## src/hw/rtl/slrp_pkg.sv

```systemverilog
// ----------------------------------------------------------------------------
// slrp_pkg
// Shared types, constants and helper functions of the log record parser.
// ----------------------------------------------------------------------------
package slrp_pkg;

   // Table geometry.
   localparam int MaxFormats       = 64;
   localparam int LettersPerFormat = 16;
   localparam int EntryW           = $clog2(MaxFormats);
   localparam int CountW           = $clog2(MaxFormats + 1);
   localparam int LetterW          = $clog2(LettersPerFormat);

   // Format-definition payload layout.
   localparam int FmtPayloadLen = 86;
   localparam int FmtLetterOfs  = 6;
   localparam int PosW          = 7;

   // Field kind codes.
   localparam logic [3:0] KIND_S8      = 4'd0;
   localparam logic [3:0] KIND_U8      = 4'd1;
   localparam logic [3:0] KIND_S16     = 4'd2;
   localparam logic [3:0] KIND_U16     = 4'd3;
   localparam logic [3:0] KIND_S32     = 4'd4;
   localparam logic [3:0] KIND_U32     = 4'd5;
   localparam logic [3:0] KIND_FLOAT   = 4'd6;
   localparam logic [3:0] KIND_S16C    = 4'd7;
   localparam logic [3:0] KIND_U16C    = 4'd8;
   localparam logic [3:0] KIND_S32C    = 4'd9;
   localparam logic [3:0] KIND_U32C    = 4'd10;
   localparam logic [3:0] KIND_NAME4   = 4'd11;
   localparam logic [3:0] KIND_NAME16  = 4'd12;
   localparam logic [3:0] KIND_TEXT64  = 4'd13;
   localparam logic [3:0] KIND_NONE    = 4'd15;

   // Configuration register indexes.
   localparam logic [1:0] CSR_SYNC_FIRST  = 2'd0;
   localparam logic [1:0] CSR_SYNC_SECOND = 2'd1;
   localparam logic [1:0] CSR_FMT_TYPE    = 2'd2;

   // Register reset values.
   localparam logic [7:0] SyncFirstReset  = 8'hA3;
   localparam logic [7:0] SyncSecondReset = 8'h95;
   localparam logic [7:0] FmtTypeReset    = 8'd128;

   // One byte of a field, as handed from the front to the back.
   typedef struct packed {
      logic [7:0]         rec_type;
      logic [LetterW-1:0] field_index;
      logic [3:0]         kind;
      logic [7:0]         data;
      logic [5:0]         byte_idx;
      logic               done;
      logic               last;
   } field_byte_type;

   // Result of a lowest-set-bit search.
   typedef struct packed {
      logic               found;
      logic [LetterW-1:0] idx;
   } first_set_type;

   // Map a format letter to its field kind.
   function automatic logic [3:0] kind_of(input logic [7:0] letter);
      logic [3:0] k;
      case (letter)
         "b":      k = KIND_S8;
         "B", "M": k = KIND_U8;
         "h":      k = KIND_S16;
         "H":      k = KIND_U16;
         "i", "L": k = KIND_S32;
         "I":      k = KIND_U32;
         "f":      k = KIND_FLOAT;
         "c":      k = KIND_S16C;
         "C":      k = KIND_U16C;
         "e":      k = KIND_S32C;
         "E":      k = KIND_U32C;
         "n":      k = KIND_NAME4;
         "N":      k = KIND_NAME16;
         "Z":      k = KIND_TEXT64;
         default:  k = KIND_NONE;
      endcase
      return k;
   endfunction

   // Number of payload bytes that a field kind takes.
   function automatic logic [6:0] size_of(input logic [3:0] k);
      logic [6:0] s;
      case (k)
         KIND_S8, KIND_U8:                         s = 7'd1;
         KIND_S16, KIND_U16, KIND_S16C, KIND_U16C: s = 7'd2;
         KIND_S32, KIND_U32, KIND_FLOAT, KIND_S32C,
         KIND_U32C, KIND_NAME4:                    s = 7'd4;
         KIND_NAME16:                              s = 7'd16;
         KIND_TEXT64:                              s = 7'd64;
         default:                                  s = 7'd0;
      endcase
      return s;
   endfunction

   // Lowest set bit of the known-letter mask at a position above lim,
   // or at any position when any_pos is set.
   function automatic first_set_type first_known(input logic [LettersPerFormat-1:0] mask,
                                                 input logic [LetterW-1:0] lim,
                                                 input logic any_pos);
      first_set_type r;
      r.found = 1'b0;
      r.idx   = '0;
      for (int i = LettersPerFormat - 1; i >= 0; i--) begin
         if (mask[i] && (any_pos || (LetterW'(i) > lim))) begin
            r.found = 1'b1;
            r.idx   = LetterW'(i);
         end
      end
      return r;
   endfunction

endpackage

```

## src/hw/rtl/slrp_back.sv

```systemverilog
// ----------------------------------------------------------------------------
// slrp_back
// Field assembly: gathers little-endian bytes, extends the value by kind and
// holds one result in an output register.
// ----------------------------------------------------------------------------
module slrp_back (
   input  logic                     clock,
   input  logic                     reset,
   input  logic                     q_valid,
   input  slrp_pkg::field_byte_type q_data,
   output logic                     q_pop,
   output logic                     out_valid,
   input  logic                     out_ready,
   output logic [7:0]               out_type,
   output logic [3:0]               out_index,
   output logic [3:0]               out_kind,
   output logic signed [32:0]       out_value,
   output logic [5:0]               out_char,
   output logic                     out_last
);

   logic        valid_ff, valid_in;
   logic [31:0] acc_ff, acc_in;
   logic [31:0] acc_sum;
   logic        is_str;
   logic        produce;
   logic [32:0] value;
   logic [7:0]  type_ff;
   logic [3:0]  index_ff, kind_ff;
   logic [32:0] value_ff;
   logic [5:0]  char_ff;
   logic        last_ff;

   assign q_pop   = q_valid && (!valid_ff || out_ready);
   assign is_str  = (q_data.kind == slrp_pkg::KIND_NAME4) ||
                    (q_data.kind == slrp_pkg::KIND_NAME16) ||
                    (q_data.kind == slrp_pkg::KIND_TEXT64);
   assign produce = q_pop && (is_str || q_data.done);

   // Merge the byte into the accumulator at its lane.
   always_comb begin
      acc_sum = acc_ff;
      if (q_data.byte_idx < 6'd4) begin
         acc_sum = acc_ff | ({24'd0, q_data.data} << {q_data.byte_idx[1:0], 3'b000});
      end
   end

   // Sign or zero extension by kind.
   always_comb begin
      case (q_data.kind)
         slrp_pkg::KIND_S8:                     value = {{25{acc_sum[7]}}, acc_sum[7:0]};
         slrp_pkg::KIND_S16, slrp_pkg::KIND_S16C: value = {{17{acc_sum[15]}}, acc_sum[15:0]};
         slrp_pkg::KIND_S32, slrp_pkg::KIND_S32C: value = {acc_sum[31], acc_sum};
         default:                               value = {1'b0, acc_sum};
      endcase
   end

   // Accumulator and output valid.
   always_comb begin
      acc_in   = acc_ff;
      valid_in = valid_ff && !out_ready;
      if (q_pop && !is_str) begin
         acc_in = q_data.done ? 32'd0 : acc_sum;
      end
      if (produce) begin
         valid_in = 1'b1;
      end
   end

   always_ff @(posedge clock) begin
      if (reset) begin
         valid_ff <= 1'b0;
         acc_ff   <= '0;
      end else begin
         valid_ff <= valid_in;
         acc_ff   <= acc_in;
      end
   end

   // Result register.
   always_ff @(posedge clock) begin
      if (produce) begin
         type_ff  <= q_data.rec_type;
         index_ff <= q_data.field_index;
         kind_ff  <= q_data.kind;
         value_ff <= is_str ? {25'd0, q_data.data} : value;
         char_ff  <= is_str ? q_data.byte_idx : 6'd0;
         last_ff  <= q_data.last;
      end
   end

   assign out_valid = valid_ff;
   assign out_type  = type_ff;
   assign out_index = index_ff;
   assign out_kind  = kind_ff;
   assign out_value = value_ff;
   assign out_char  = char_ff;
   assign out_last  = last_ff;

endmodule

```

## config.mk

```make
export PLATFORM = sky130hd
export DESIGN_NAME = slrp_back
export DESIGN_NICKNAME = d
export VERILOG_FILES = /design/src/hw/rtl/slrp_pkg.sv /design/src/hw/rtl/slrp_back.sv
export SDC_FILE = /design/constraint.sdc
export NUM_CORES = 1
export LEC_CHECK = 0
export BUFFER_PORTS_ARGS = -buffer_cell sky130_fd_sc_hd__buf_2
export CAP_MARGIN = 20
export CORE_MARGIN = 3
export CORE_UTILIZATION = 35
export DETAILED_ROUTE_END_ITERATION = 6
export PLACE_DENSITY = 0.54
export SYNTH_ARGS = -nofsm -noshare
export SYNTH_HDL_FRONTEND = slang
export SYNTH_SLANG_ARGS = --single-unit
```

## constraint.sdc

```tcl
create_clock -name clock -period 4 [get_ports clock]
set_clock_uncertainty 0.2 [all_clocks]
set_input_delay 0.6 -clock clock [delete_from_list [all_inputs] [get_ports clock]]
set_output_delay 0.6 -clock clock [all_outputs]
set_load 0.02 [all_outputs]
```

==> flow_summary_export.csv <==
group,metric,value,unit
logic_synthesis,async_flop_share,0,%
worst_setup_path,critPathLaunch,"q_data[18]",
clock_network,post-cts-setup-buffer-count,0,
final_layout,finish.net_count,376,
logic_synthesis,synth_area_leaders,"edfxtp_1, dfxtp_1, o2bb2ai_1, a21oi_1, o21ai_0",
timing,slew_headroom,34.2,%
timing,clock.fmax,474,MHz
worst_setup_path,critical_path_class,"input port to flop",
worst_setup_path,critPathCaptureType,"flop",
logic_synthesis,syn_nets,279,
grt,grt_pass1_vias,2285,
worst_setup_path,path_max_fanout,49,
worst_setup_path,critPathArrivalTime,1.95,ns
logic_synthesis,synth-seq-cells,89,
final_layout,fillers,914,
grt,grt_start_max_net_pins,50,
timing,drv_slew,0,
route,drc,0,
logic_synthesis,yosys.cell_types.count,38,
worst_setup_path,required,3.84,ns
clock_network,clkLatencyLatePin,0.35,ns
grt,grt_overflow_total,0,
logic_synthesis,synth_top_area_share,49.3,%
clock_network,hold_buffers,0,
clock_network,clk_path_buf_depth,2,
timing,worst_pin_slew,0.983,ns
logic_synthesis,syn_area,3410,sq um
timing,setup_viol,0,
timing,tns,0,ns
grt,antenna_found_initial,0,
final_layout,multi_input_area,1010,sq um
final_layout,layout_common_cells,"buf_2, edfxtp_1, dfxtp_1",
final_layout,antennaDiodeCount,0,
floorplanning,ios,94,
final_layout,areaGrowthSynthToFinish,24.2,%
logic_synthesis,synthFlopType,"edfxtp_1",
final_layout,drive_gt1_share,36.5,%
floorplanning,die-area,11000,sq um
clock_network,htreeDepth,3,
route,via_count,2351,
final_layout,final_common_cell,"buf_2",
route,wl,7.73,mm
floorplanning,die_y,105,um
worst_setup_path,cp-start-kind,"input port",
floorplanning,fp-row-count,35,
floorplanning,start_util,36.4,%
flow_run,drv_cap,0,
timing,finalCritPeriodShare,52.8,%
worst_setup_path,reg2reg_slack,2.17,ns
clock_network,root_buffer,"clkbuf_8",
worst_setup_path,r2r_end,"out_value[23]",
logic_synthesis,syn_area_per_cell,14.0,sq um
worst_hold_path,hold_class,"input port to flop",
final_layout,register_area,2340,sq um
logic_synthesis,synth-edff-count,56,
worst_setup_path,r2r-start,"acc_ff[7]",
placement,place_congestion,0.719,
clock_network,clock-sinks,89,
final_layout,utilization,45.2,%
placement,portBuffers,93,
placement,post-dp-hpwl,5.35,mm
placement,pre_cts_ws,1.52,ns
logic_synthesis,synth_top_cell_by_area,"edfxtp_1",
grt,grt_pass1_wl,12.3,mm
outcome,outcome,"finished clean",
logic_synthesis,ys_seq_area_share,68.6,%
clock_network,cts.clk_slew.worst_paths,0.09,ns
worst_setup_path,r2r_cells,3,
route,via_per_inst,4.96,
timing,finalHoldViolCount,0,
logic_synthesis,yosysWarnings,0,
worst_setup_path,crit_end,"out_value[4]",
clock_network,cts.repair.resized,0,
power,p_per_area,439,nW/um^2
route,ant_nets,0,
clock_network,cts_tree,"yes",
grt,grt_usage,14.3,%
floorplanning,die_x,105,um
route,wl_per_cell,16.3,um
clock_network,cts_buffers,9,
timing,setup_ws,1.89,ns
power,max-vdd-ir-drop,0.000204,V
route,drt_iter0_markers,80,
timing,whs,0.215,ns
route,firstDrtPassIters,4,
timing,min_period,2.11,ns
logic_synthesis,synthCells,243,
power,p_leak,1.58,nW
timing,rsz0062_at_grt,"no",
floorplanning,core_area,9370,sq um
per-stage QoR:
step / std cells / cell area (sq um) / total power [W]
6_report: 474 / 4240 / 0.00186
4_1_cts: 474 / 4240 / 0.00188
3_3_place_gp: 458 / 4020 / 0.00120
3_5_place_dp: 458 / 4020 / 0.00120
5_1_grt: 474 / 4240 / 0.00193
2_1_floorplan: 243 / 3410 / 0.00113
flip-flops by register name (all words and copies together) (netlist names):
register,flops
out_index,4
out_valid,1
out_type,8
out_kind,4
out_last,1
out_char,6
out_value,33
acc_ff,32
Yosys cell counts (2+ instances only):
| cell | n |
|---|---|
| xor2_1 | 2 |
| a22o_1 | 8 |
| o21a_1 | 2 |
| o21ai_1 | 2 |
| o21bai_1 | 2 |
| nand2_1 | 3 |
| nor2_4 | 2 |
| and3b_1 | 2 |
| edfxtp_1 | 56 |
| nor2_1 | 3 |
| nand3_2 | 2 |
| o2bb2ai_1 | 32 |
| a21oi_1 | 26 |
| dfxtp_1 | 33 |
| nand3_1 | 2 |
| buf_2 | 5 |
| and2_1 | 6 |
| nand2b_1 | 11 |
| o21ai_0 | 24 |
| buf_4 | 2 |
critical path, cell delays in order:
cell and delay (ns):
buf_2 0.16, and3b_1 0.27, o21a_1 0.28, o21a_2 0.31, buf_12 0.28
power by group:
part	switching, W	total [W]	internal [W]
Combinational	0.000114	0.000164	0.0000502
Clock	0.000326	0.000684	0.000358
Sequential	0.00000660	0.00101	0.00101
logic make-up (layout without fill, tap and decap cells):
family,Yosys count,in the layout,synth area share (%)
simple gates,41,41,8.76
xor+xnor,2,2,0.513
buf+inv,10,112,1.76
flops,89,89,68.6
compound gates,101,101,20.3
cell type report:
type | instances | area share, %
sequential | 89 | 55.2
multi-input combinational | 144 | 23.9
timing repair buffer | 96 | 11.8
tap | 129 | 3.81
clock buffer | 9 | 2.92
clock inverter | 7 | 2.36
per-layer routing:
layer / part of all wire, % / track usage (%) / up-vias
li1: - / - / 1150
met1: 46 / 19.6 / 1119
met2: 47 / 22.3 / 70
met3: 5.8 / 2.90 / 12
met4: 1.7 / 5.62 / 0
met5: 0 / 0 / -
worst min-delay path by stage:
stage,slack [ns],cells after the start,to,from
after detailed placement,0.25,1,acc_ff[21],acc_ff[21]
after global routing,0.19,1,out_type[1],q_data[25]
final,0.22,1,out_type[6],q_data[30]
after global placement,0.24,1,acc_ff[28],acc_ff[28]
after floorplan,0.23,1,acc_ff[15],acc_ff[15]
after CTS,0.20,1,out_type[6],q_data[30]
(Power assumes the default switching activity.)
