[src/hw/rtl/slrp_pkg.sv]
// ----------------------------------------------------------------------------
// slrp_pkg
// Shared types, constants and helper functions of the log record parser.
// ----------------------------------------------------------------------------
package slrp_pkg;

   // Table geometry.
   localparam int MaxFormats       = 64;
   localparam int LettersPerFormat = 16;
   localparam int EntryW           = $clog2(MaxFormats);
   localparam int CountW           = $clog2(MaxFormats + 1);
   localparam int LetterW          = $clog2(LettersPerFormat);

   // Format-definition payload layout.
   localparam int FmtPayloadLen = 86;
   localparam int FmtLetterOfs  = 6;
   localparam int PosW          = 7;

   // Field kind codes.
   localparam logic [3:0] KIND_S8      = 4'd0;
   localparam logic [3:0] KIND_U8      = 4'd1;
   localparam logic [3:0] KIND_S16     = 4'd2;
   localparam logic [3:0] KIND_U16     = 4'd3;
   localparam logic [3:0] KIND_S32     = 4'd4;
   localparam logic [3:0] KIND_U32     = 4'd5;
   localparam logic [3:0] KIND_FLOAT   = 4'd6;
   localparam logic [3:0] KIND_S16C    = 4'd7;
   localparam logic [3:0] KIND_U16C    = 4'd8;
   localparam logic [3:0] KIND_S32C    = 4'd9;
   localparam logic [3:0] KIND_U32C    = 4'd10;
   localparam logic [3:0] KIND_NAME4   = 4'd11;
   localparam logic [3:0] KIND_NAME16  = 4'd12;
   localparam logic [3:0] KIND_TEXT64  = 4'd13;
   localparam logic [3:0] KIND_NONE    = 4'd15;

   // Configuration register indexes.
   localparam logic [1:0] CSR_SYNC_FIRST  = 2'd0;
   localparam logic [1:0] CSR_SYNC_SECOND = 2'd1;
   localparam logic [1:0] CSR_FMT_TYPE    = 2'd2;

   // Register reset values.
   localparam logic [7:0] SyncFirstReset  = 8'hA3;
   localparam logic [7:0] SyncSecondReset = 8'h95;
   localparam logic [7:0] FmtTypeReset    = 8'd128;

   // One byte of a field, as handed from the front to the back.
   typedef struct packed {
      logic [7:0]         rec_type;
      logic [LetterW-1:0] field_index;
      logic [3:0]         kind;
      logic [7:0]         data;
      logic [5:0]         byte_idx;
      logic               done;
      logic               last;
   } field_byte_type;

   // Result of a lowest-set-bit search.
   typedef struct packed {
      logic               found;
      logic [LetterW-1:0] idx;
   } first_set_type;

   // Map a format letter to its field kind.
   function automatic logic [3:0] kind_of(input logic [7:0] letter);
      logic [3:0] k;
      case (letter)
         "b":      k = KIND_S8;
         "B", "M": k = KIND_U8;
         "h":      k = KIND_S16;
         "H":      k = KIND_U16;
         "i", "L": k = KIND_S32;
         "I":      k = KIND_U32;
         "f":      k = KIND_FLOAT;
         "c":      k = KIND_S16C;
         "C":      k = KIND_U16C;
         "e":      k = KIND_S32C;
         "E":      k = KIND_U32C;
         "n":      k = KIND_NAME4;
         "N":      k = KIND_NAME16;
         "Z":      k = KIND_TEXT64;
         default:  k = KIND_NONE;
      endcase
      return k;
   endfunction

   // Number of payload bytes that a field kind takes.
   function automatic logic [6:0] size_of(input logic [3:0] k);
      logic [6:0] s;
      case (k)
         KIND_S8, KIND_U8:                         s = 7'd1;
         KIND_S16, KIND_U16, KIND_S16C, KIND_U16C: s = 7'd2;
         KIND_S32, KIND_U32, KIND_FLOAT, KIND_S32C,
         KIND_U32C, KIND_NAME4:                    s = 7'd4;
         KIND_NAME16:                              s = 7'd16;
         KIND_TEXT64:                              s = 7'd64;
         default:                                  s = 7'd0;
      endcase
      return s;
   endfunction

   // Lowest set bit of the known-letter mask at a position above lim,
   // or at any position when any_pos is set.
   function automatic first_set_type first_known(input logic [LettersPerFormat-1:0] mask,
                                                 input logic [LetterW-1:0] lim,
                                                 input logic any_pos);
      first_set_type r;
      r.found = 1'b0;
      r.idx   = '0;
      for (int i = LettersPerFormat - 1; i >= 0; i--) begin
         if (mask[i] && (any_pos || (LetterW'(i) > lim))) begin
            r.found = 1'b1;
            r.idx   = LetterW'(i);
         end
      end
      return r;
   endfunction

endpackage

[src/hw/rtl/slrp_queue.sv]
// ----------------------------------------------------------------------------
// slrp_queue
// Four-entry queue of field-byte descriptors between front and back.
// ----------------------------------------------------------------------------
module slrp_queue (
   input  logic                     clock,
   input  logic                     reset,
   input  logic                     push,
   input  slrp_pkg::field_byte_type push_data,
   output logic                     full,
   input  logic                     pop,
   output logic                     not_empty,
   output slrp_pkg::field_byte_type pop_data
);

   slrp_pkg::field_byte_type slots_ff [4];
   logic [1:0] wr_ff, rd_ff;
   logic [2:0] fill_ff;

   assign full      = (fill_ff == 3'd4);
   assign not_empty = (fill_ff != 3'd0);
   assign pop_data  = slots_ff[rd_ff];

   // Pointers and fill level.
   always_ff @(posedge clock) begin
      if (reset) begin
         wr_ff   <= '0;
         rd_ff   <= '0;
         fill_ff <= '0;
      end else begin
         if (push) begin
            wr_ff <= wr_ff + 1'b1;
         end
         if (pop) begin
            rd_ff <= rd_ff + 1'b1;
         end
         fill_ff <= fill_ff + {2'b00, push} - {2'b00, pop};
      end
   end

   // Storage.
   always_ff @(posedge clock) begin
      if (push) begin
         slots_ff[wr_ff] <= push_data;
      end
   end

endmodule

[config.mk]
export PLATFORM = sky130hd
export DESIGN_NAME = slrp_queue
export DESIGN_NICKNAME = d
export VERILOG_FILES = /design/src/hw/rtl/slrp_pkg.sv /design/src/hw/rtl/slrp_queue.sv
export SDC_FILE = /design/constraint.sdc
export NUM_CORES = 1
export LEC_CHECK = 0
export BUFFER_PORTS_ARGS = -buffer_cell sky130_fd_sc_hd__buf_2
export CORE_MARGIN = 4
export CORE_UTILIZATION = 35
export DETAILED_ROUTE_END_ITERATION = 6
export PLACE_DENSITY = 0.6
export RECOVER_POWER = 100
export SYNTH_ARGS = -nofsm -noshare
export SYNTH_HDL_FRONTEND = slang
export SYNTH_SLANG_ARGS = --single-unit
[constraint.sdc]
create_clock -name clock -period 1.84 [get_ports clock]
set_input_delay 0.276 -clock clock [delete_from_list [all_inputs] [get_ports clock]]
set_output_delay 0.276 -clock clock [all_outputs]
set_load 0.02 [all_outputs]
==> metrics.txt, run 1 <==
number of buffers on the longest clock path=2; starting DRC count in detailed routing=108; final cell count without fillers=496; syn_nets=252; Max Cap Viol=0; number of buffers created by CTS=17; leakage=2.20 nW; maximum clock rate=494 MHz; Synth Cell Area=5100 um2; cell internal pwr=6.58 mW; HPWL after detailed placement=5.38 mm; cell breakdown of the critical path=buf_12, buf_16, mux4_2, buf_6; warning count from the yosys run=0; dpl ws=0.0591 ns; violated checks=negative setup slack; type of origin of the critical path=register; category of cells accounting for the largest share of critical-path delay=multiplexers; proportion of layout cells with a drive suffix above 1=36.1%; post-synthesis register bit count=137; Routed WL=9.18 mm; antenna fix cells=0; Die ar.=16600 um2; start point of the worst hold path=push_data[0]; area occupied by multi-input gates=963 um2; area of all sequential standard cells=4030 um2; area of the core region=14100 um2; worst-skew pair later-pin latency=0.41 ns; area added between synthesis and finish=28.4%; final number of hold-violating endpoints=0; Worst Slack Setup Final=-0.183 ns; global-route wire length before repair=14.0 mm; Max stage delay on crit path=0.50 ns; post-CTS clock slew at the launch and capture registers of the worst setup and hold paths=0.05 ns; switching power summed over all nets=1.75 mW; logic depth of the worst setup path including buffers=4; final critical-path required period=2.02 ns; Antenna Nets Post-Route=0; library cell with the largest summed area after synthesis=sky130_fd_sc_hd__edfxtp_1; actual transition at the worst max-transition pin=0.918 ns; data arrival at the endpoint of the critical path=1.75 ns; maximum resistive drop on vdd=0.00121 V; Fin Clk Skew=0.00493 ns; register share of total power=43.8%; Fin Hold WS=0.123 ns; post-route total power=8.33 mW; worst-path maximum fanout=5; Final #Nets=346; CTS H-Tree Depth=4; CTS Hold Bufs=0; number of remaining DRC errors=0; number of cells after detailed placement=460; critical path class=reg2out; number of instances on the worst hold path=1; via count=2314; portion of total power attributed to combinational logic=11.5%; clock net sink count=137; wire length per cell=18.5 um; CTS tree=built; final cycle utilization of the critical path=110%; drt first pass iters=4; antenna violations before repair=0; setup TNS after final layout=-3.88 ns; Slew Viols, Final=0; endpoint of the worst-slack reg-to-reg timing path=fill_ff[2]; number of placed I/O pins=70; share of the synthesized area in the top cell type=75.4%; capture endpoint of the worst hold path=slots_ff[0][0]; worst path bufs/invs=3; residual overflow from global routing=0; Port Buffer Count=69; switching power as a share of total power=21.0%; number of global-route vias before repair=2538; largest net degree at the start of global routing=33; initial standard-cell utilization of the core=36.2%; Critical Path Slowest Stage Cell=sky130_fd_sc_hd__mux4_2; run status=finished, violations left; total power per unit cell area=1270 nW/um2; Worst Setup End Kind=primary output; overall fraction of global-route tracks in use=12.0%; syn avg cell area=24.4 um2; required arrival time at the worst endpoint=1.56 ns; share of power burned in the clock network=44.7%; count of endpoints failing setup in the final report=32; largest cells by area after synthesis=sky130_fd_sc_hd__edfxtp_1, sky130_fd_sc_hd__mux4_2, sky130_fd_sc_hd__dfxtp_1; gp weighted congestion=0.698; minimum setup slack among reg-to-reg paths=0.12 ns; Seq/Total Area, Yosys=78.9%; via-per-instance ratio=4.67; most common cell after layout, fill and taps aside=sky130_fd_sc_hd__edfxtp_1; most frequent cells in the layout=sky130_fd_sc_hd__edfxtp_1, sky130_fd_sc_hd__clkbuf_1, sky130_fd_sc_hd__mux4_2; total number of placement rows=43; Die Width=129 um; Reg2Reg Depth=7; # fillers=1196; setup repair after global routing missed its margin=true; launch instance of the worst register-to-register path=fill_ff[0]; clock tree root buffer cell=sky130_fd_sc_hd__clkbuf_16; tightest slew margin relative to the limit=38.8%; vertical die dimension=129 um; number of standard cells after synthesis=209; class of the most critical hold timing path=in2reg; number of distinct library cells after synthesis=21
==> worst max-delay path by stage <==
stage / startpoint / end / slack, ns
floorplan: wr_ff[0] / slots_ff[2][0] / 0.12
global placement: pop / fill_ff[2] / 0.08
detailed placement: pop / fill_ff[2] / 0.06
CTS: register / pop_data[13] / -0.23
global route: register / pop_data[0] / -0.26
finish: register / pop_data[9] / -0.18
==> registers in the layout (all words and copies together) (netlist names), named ones only <==
register,cells
fill_ff,3
rd_ff,2
slots_ff,128
wr_ff,2
==> cell families after synthesis <==
logic type      after synthesis  synth area share (%)
flops                       137                  78.9
mux                          33                  14.5
simple gates                 14                  1.50
buf+inv                      13                  2.13
fa+ha+maj                     7                  1.87
xor+xnor                      3                 0.810
compound gates                2                 0.294
==> Yosys cell counts <==
library cell / count
sky130_fd_sc_hd__a21bo_2: 1
sky130_fd_sc_hd__a21oi_1: 1
sky130_fd_sc_hd__and2_1: 4
sky130_fd_sc_hd__and3_1: 1
sky130_fd_sc_hd__buf_12: 3
sky130_fd_sc_hd__buf_2: 3
sky130_fd_sc_hd__buf_6: 1
sky130_fd_sc_hd__dfxtp_1: 9
sky130_fd_sc_hd__edfxtp_1: 128
sky130_fd_sc_hd__fa_1: 1
sky130_fd_sc_hd__ha_1: 6
sky130_fd_sc_hd__inv_1: 6
sky130_fd_sc_hd__mux2i_1: 1
sky130_fd_sc_hd__mux4_1: 2
sky130_fd_sc_hd__mux4_2: 30
sky130_fd_sc_hd__nand3b_1: 1
sky130_fd_sc_hd__nor2_1: 5
sky130_fd_sc_hd__nor2b_1: 2
sky130_fd_sc_hd__or3_1: 1
sky130_fd_sc_hd__xnor2_1: 2
sky130_fd_sc_hd__xor3_1: 1
==> layer usage <==
| layer | global-route usage [%] | vias to the layer above | part of all wire, % |
|---|---|---|---|
| met5 | 0 | - | 0 |
| met4 | 4.45 | 0 | 1.0 |
| met3 | 5.69 | 9 | 5.9 |
| met2 | 20.4 | 64 | 52 |
| met1 | 13.1 | 1183 | 41 |
| li1 | - | 1058 | - |
==> cell type report <==
cell class / instances / area share [%]
Sequential cell: 137 / 61.5
Clock buffer: 17 / 6.50
Timing Repair Buffer: 82 / 9.96
Tap cell: 180 / 3.44
Inverter: 6 / 0.344
Multi-Input combinational cell: 59 / 14.7
Clock inverter: 15 / 3.50
==> repair_timing <==
action / CTS / global route
gates resized for setup: 48 / 6
buffers inserted: 2 / 0
cloned: 3 / 0
setup endpoints to repair: 32 / 32
==> metrics by stage <==
step	util (%)	cell area [um2]
6_report	46.4	6550
5_1_grt	46.4	6550
4_1_cts	46.9	6610
3_5_place_dp	40.5	5710
3_3_place_gp	40.5	5710
2_1_floorplan	-	5100
==> power by group through the flow <==
stage | combinational (mW) | sequential (mW) | clock, mW
finish | 0.959 | 3.64 | 3.72
global route | 1.04 | 3.66 | 3.96
CTS | 1.01 | 3.65 | 3.81
detailed placement | 0.846 | 3.70 | 0
global placement | 0.833 | 3.70 | 0
floorplan | 0.568 | 3.68 | 0
Note: power is estimated with default switching activity, not from simulation.
==> inputs of run 2 (changes only) <==
CORE_ASPECT_RATIO = 1.25   (was default)
==> run 2 against run 1 <==
  * The flow still finishes with violations (negative setup slack)
  * Total power fell by 5.7%
  * First-iteration DRC count rose by 26%
  * Sequential share of layout area is 1.4 points higher
  * Worst setup slack gained 0.070 ns
  * Clock power shrank 12%
  * Utilization down 1.8 points
  * Global-route usage fell by 0.084 points
  * Final cell count decreased by 1.0%
  * Clock skew increased by 0.0032 ns
==> metrics.txt, run 2 (synthesized netlist as in run 1, its figures left out) <==
run status=finished, violations left; violated checks=negative setup slack; maximum clock rate=512 MHz; proportion of layout cells with a drive suffix above 1=36.7%; via count=2303; class of the most critical hold timing path=in2reg; count of endpoints failing setup in the final report=32; CTS tree=built; type of origin of the critical path=register; number of global-route vias before repair=2614; Fin Clk Skew=0.00812 ns; most common cell after layout, fill and taps aside=sky130_fd_sc_hd__edfxtp_1; HPWL after detailed placement=5.37 mm; top flop regs=slots_ff: 128 flops, fill_ff: 3 flops; clock net sink count=137; Slew Viols, Final=0; most frequent cells in the layout=sky130_fd_sc_hd__edfxtp_1, sky130_fd_sc_hd__clkbuf_1, sky130_fd_sc_hd__mux4_2; Port Buffer Count=69; register bank with the most flops=slots_ff; Routed WL=8.95 mm; Final #Nets=343; final cell count without fillers=491; post-CTS clock slew at the launch and capture registers of the worst setup and hold paths=0.06 ns; number of buffers created by CTS=17; total power per unit cell area=1230 nW/um2; final critical-path required period=1.95 ns; number of remaining DRC errors=0; actual transition at the worst max-transition pin=0.899 ns; Worst Slack Setup Final=-0.113 ns; CTS H-Tree Depth=4; worst-skew pair later-pin latency=0.41 ns; antenna violations before repair=0; number of flip-flops under the largest register name=128; post-route total power=7.86 mW; antenna fix cells=0; wire length per cell=18.2 um; overall fraction of global-route tracks in use=11.9%; final number of hold-violating endpoints=0; via-per-instance ratio=4.69; # fillers=1255; Max Cap Viol=0; tightest slew margin relative to the limit=40.0%; gp weighted congestion=0.683; Reg2Reg Depth=7; final cycle utilization of the critical path=106%; CTS Hold Bufs=0; dpl ws=0.0421 ns; leakage=2.12 nW; area of the core region=14300 um2; Die ar.=16600 um2; residual overflow from global routing=0; Antenna Nets Post-Route=0; Core Util, Final=44.6%; Fin Hold WS=0.121 ns; number of cells after detailed placement=457; Worst Setup End Kind=primary output; critical path class=reg2out; Die Width=116 um; data arrival at the endpoint of the critical path=1.68 ns; worst-path maximum fanout=8; required arrival time at the worst endpoint=1.56 ns; number of instances on the worst hold path=1; drt first pass iters=5; setup repair after global routing missed its margin=true; total number of placement rows=49; starting DRC count in detailed routing=136; global-route wire length before repair=14.3 mm; initial standard-cell utilization of the core=35.5%; number of buffers on the longest clock path=2; clock tree root buffer cell=sky130_fd_sc_hd__clkbuf_16; maximum resistive drop on vdd=0.000622 V; largest net degree at the start of global routing=33; area added between synthesis and finish=25.5%; number of placed I/O pins=70; vertical die dimension=143 um
[run 2: cell count changes in the layout (fill, tap and decap cells not counted), sizes merged]
cell / change
buf: -2
bufinv: -4
clkinv: -2
clkinvlp: +4
inv: +1
[run 2: final cells by class]
| cell class | instances | area (um2) | share of cell area [%] |
|---|---|---|---|
| Clock buffer | 18 | 429 | 6.71 |
| Clock inverter | 14 | 150 | 2.35 |
| Inverter | 6 | 22.5 | 0.352 |
| Multi-Input combinational cell | 59 | 963 | 15.1 |
| Sequential cell | 137 | 4030 | 63.0 |
| Tap cell | 178 | 223 | 3.48 |
| Timing Repair Buffer | 79 | 581 | 9.07 |
[run 2: critical path, stage by stage, from the launching register on]
cell and delay [ns]:
sky130_fd_sc_hd__dfxtp_4 0.41, sky130_fd_sc_hd__buf_12 0.16, sky130_fd_sc_hd__mux4_2 0.54, sky130_fd_sc_hd__buf_6 0.15
[run 2: path summary, 6_finish.rpt]
| check | startpoint | endpoint | slack, ns |
|---|---|---|---|
| setup / recovery | register | pop_data[5] | -0.11 |
| hold / removal | push_data[6] | slots_ff[3][6] | 0.12 |
| setup reg to reg | fill_ff[0] | fill_ff[2] | 0.12 |
| hold reg to reg | rd_ff[1] | register | 0.56 |
[run 2: metrics by stage]
| step | TNS (ns) | cell area [um2] |
|---|---|---|
| detailed placement | 0 | 5670 |
| global route | -4.89 | 6400 |
| global placement | 0 | 5670 |
| CTS | -5.30 | 6480 |
| floorplan | 0 | 5100 |
| finish | -2.56 | 6400 |
[run 2: power by group]
group | leakage [nW] | switching (mW) | internal, mW | total [mW]
Combinational | 0.609 | 0.475 | 0.456 | 0.931
Clock | 0.265 | 1.29 | 2.00 | 3.29
Sequential | 1.25 | 0.0516 | 3.58 | 3.63
Total | 2.12 | 1.82 | 6.04 | 7.86
[run 2: per-layer routing]
metal | global-route usage [%] | wire length (um)
met2 | 19.9 | 4750
met3 | 3.98 | 435
met4 | 4.58 | 103
met1 | 14.3 | 3660
met5 | 0 | 0
[run 2: repair_timing]
action / in CTS / in global routing
gates cloned: 2 / 0
endpoints found under the setup margin: 32 / 32
resized for setup: 49 / 8
setup buffers: 2 / 0
==> inputs of run 3 (changes only) <==
CORE_ASPECT_RATIO = 1.1   (was 1.25)
CTS_CLUSTER_DIAMETER = 60   (was default)
==> run 3 against run 2 <==
  * The flow still finishes with violations (negative setup slack)
  * Fmax fell by 0.47%
  * Hold slack improved by 0.0047 ns
  * Sequential share of layout area shrank 0.90 points
  * Final cell count increased by 2.6%
  * Sequential cell count unchanged
  * Non-clock buffer count fell by 1
  * Critical path depth stayed put
  * Worst setup slack got worse by 0.0092 ns
  * Count of clock-buffer cells in the layout stayed put
  * Total power is 5.5% higher
  * Die area is essentially flat
  * Sequential power hardly changed
  * Critical path type unchanged
  * Largest cell class unchanged
  * Largest power group is now clock
  * Highest routed layer is now met5
==> metrics.txt, run 3 (synthesized netlist as in run 1, its figures left out) <==
Die Width=123 um; violated checks=negative setup slack; worst path bufs/invs=2; via count=2301; setup repair after global routing missed its margin=true; number of flip-flops under the largest register name=128; number of placed I/O pins=70; Worst Slack Setup Final=-0.122 ns; CTS Hold Bufs=0; run status=finished, violations left; Slew Viols, Final=0; required arrival time at the worst endpoint=1.56 ns; area of the core region=14300 um2; Fin Clk Skew=0.0152 ns; final cycle utilization of the critical path=107%; data arrival at the endpoint of the critical path=1.69 ns; final critical-path required period=1.96 ns; launch instance of the worst register-to-register path=fill_ff[0]; start point of the worst hold path=push_data[15]; HPWL after detailed placement=5.43 mm; capture endpoint of the worst hold path=slots_ff[0][15]; number of buffers created by CTS=17; clock net sink count=137; endpoint of the worst-slack reg-to-reg timing path=fill_ff[2]; vertical die dimension=135 um; worst-skew pair later-pin latency=0.41 ns; top flop regs=slots_ff: 128 flops, fill_ff: 3 flops; class of the most critical hold timing path=in2reg; type of origin of the critical path=register; Port Buffer Count=69; Antenna Nets Post-Route=0; number of instances on the worst hold path=1; Routed WL=8.73 mm; Max Cap Viol=0; Die ar.=16600 um2; leakage=2.17 nW; via-per-instance ratio=4.57; CTS H-Tree Depth=4; post-CTS clock slew at the launch and capture registers of the worst setup and hold paths=0.05 ns; critical path class=reg2out; Reg2Reg Depth=7; initial standard-cell utilization of the core=35.6%; final number of hold-violating endpoints=0; overall fraction of global-route tracks in use=11.4%; proportion of layout cells with a drive suffix above 1=35.6%; residual overflow from global routing=0; worst-path maximum fanout=9; setup TNS after final layout=-2.72 ns; cell breakdown of the critical path=buf_12, mux4_2, buf_2; post-route total power=8.29 mW; final cell count without fillers=504; count of endpoints failing setup in the final report=32; total number of placement rows=46; Final #Nets=342; minimum setup slack among reg-to-reg paths=0.11 ns; register bank with the most flops=slots_ff; antenna violations before repair=1; number of remaining DRC errors=0; actual transition at the worst max-transition pin=0.860 ns; starting DRC count in detailed routing=127; area added between synthesis and finish=27.3%; tightest slew margin relative to the limit=42.7%; wire length per cell=17.3 um; Max stage delay on crit path=0.52 ns; drt first pass iters=4; largest net degree at the start of global routing=33; clock tree root buffer cell=sky130_fd_sc_hd__clkbuf_16; gp weighted congestion=0.639; most frequent cells in the layout=sky130_fd_sc_hd__edfxtp_1, sky130_fd_sc_hd__clkbuf_1, sky130_fd_sc_hd__mux4_2; total power per unit cell area=1280 nW/um2; maximum resistive drop on vdd=0.000486 V; maximum clock rate=510 MHz; Worst Setup End Kind=primary output; number of global-route vias before repair=2604; number of cells after detailed placement=470; Critical Path Slowest Stage Cell=sky130_fd_sc_hd__mux4_2; antenna fix cells=0; global-route wire length before repair=13.8 mm; CTS tree=built; number of buffers on the longest clock path=2; # fillers=1203; category of cells accounting for the largest share of critical-path delay=multiplexers; most common cell after layout, fill and taps aside=sky130_fd_sc_hd__edfxtp_1
run 3: repair_timing:
action,4_1_cts,5_1_grt
buffers inserted,2,0
gates cloned,2,0
pin swaps,0,0
setup endpoints to repair,32,32
gates resized for setup,51,4
run 3: where the power goes:
group | leakage [nW] | internal [mW] | switching (mW)
clock | 0.317 | 2.53 | 1.20
combinational | 0.604 | 0.456 | 0.471
sequential | 1.25 | 3.58 | 0.0531
run 3: area by class of cell:
cell class / instances / area, um2 / share of cell area [%]
clock inverter: 14 / 226 / 3.49
clock buffer: 18 / 429 / 6.61
timing repair buffer: 78 / 579 / 8.93
inverter: 6 / 22.5 / 0.347
multi-input combinational: 59 / 963 / 14.8
tap: 192 / 240 / 3.70
sequential: 137 / 4030 / 62.1
run 3: how the worst max path moves through the flow:
stage / from / endpoint / slack [ns] / cells after the start
after floorplan: wr_ff[0] / slots_ff[2][0] / 0.12 / 3
after global placement: pop / fill_ff[2] / 0.08 / 7
after detailed placement: pop / fill_ff[2] / 0.04 / 7
after CTS: register / pop_data[29] / -0.20 / 4
after global routing: register / pop_data[5] / -0.18 / 3
final: register / pop_data[3] / -0.12 / 3
run 3: metrics by stage:
step	setup WS, ns	util (%)	hold slack [ns]	instance area [um2]
floorplan	0.116	-	0.348	5100
detailed placement	0.0390	39.7	0.495	5700
finish	-0.122	45.3	0.126	6490
global route	-0.180	45.3	0.128	6490
CTS	-0.199	45.9	0.0618	6590
global placement	0.0816	39.7	0.490	5700
run 3: worst reg2reg max path: cells and delay by family (launching register included):
| family | cells | cell delay (ns) |
|---|---|---|
| DFF | 1 | 0.32 |
| xor gates and xnor gates | 1 | 0.38 |
| adders and majority gates | 3 | 0.80 |
| and+or+nand+nor | 1 | 0.04 |
| buffers and inverters | 2 | 0.08 |
run 3: routing by layer:
metal | GRT usage [%] | part of all wire [%]
met5 | 0 | 0.15
met4 | 5.17 | 1.8
met3 | 4.19 | 5.6
met2 | 18.5 | 52
met1 | 13.6 | 40
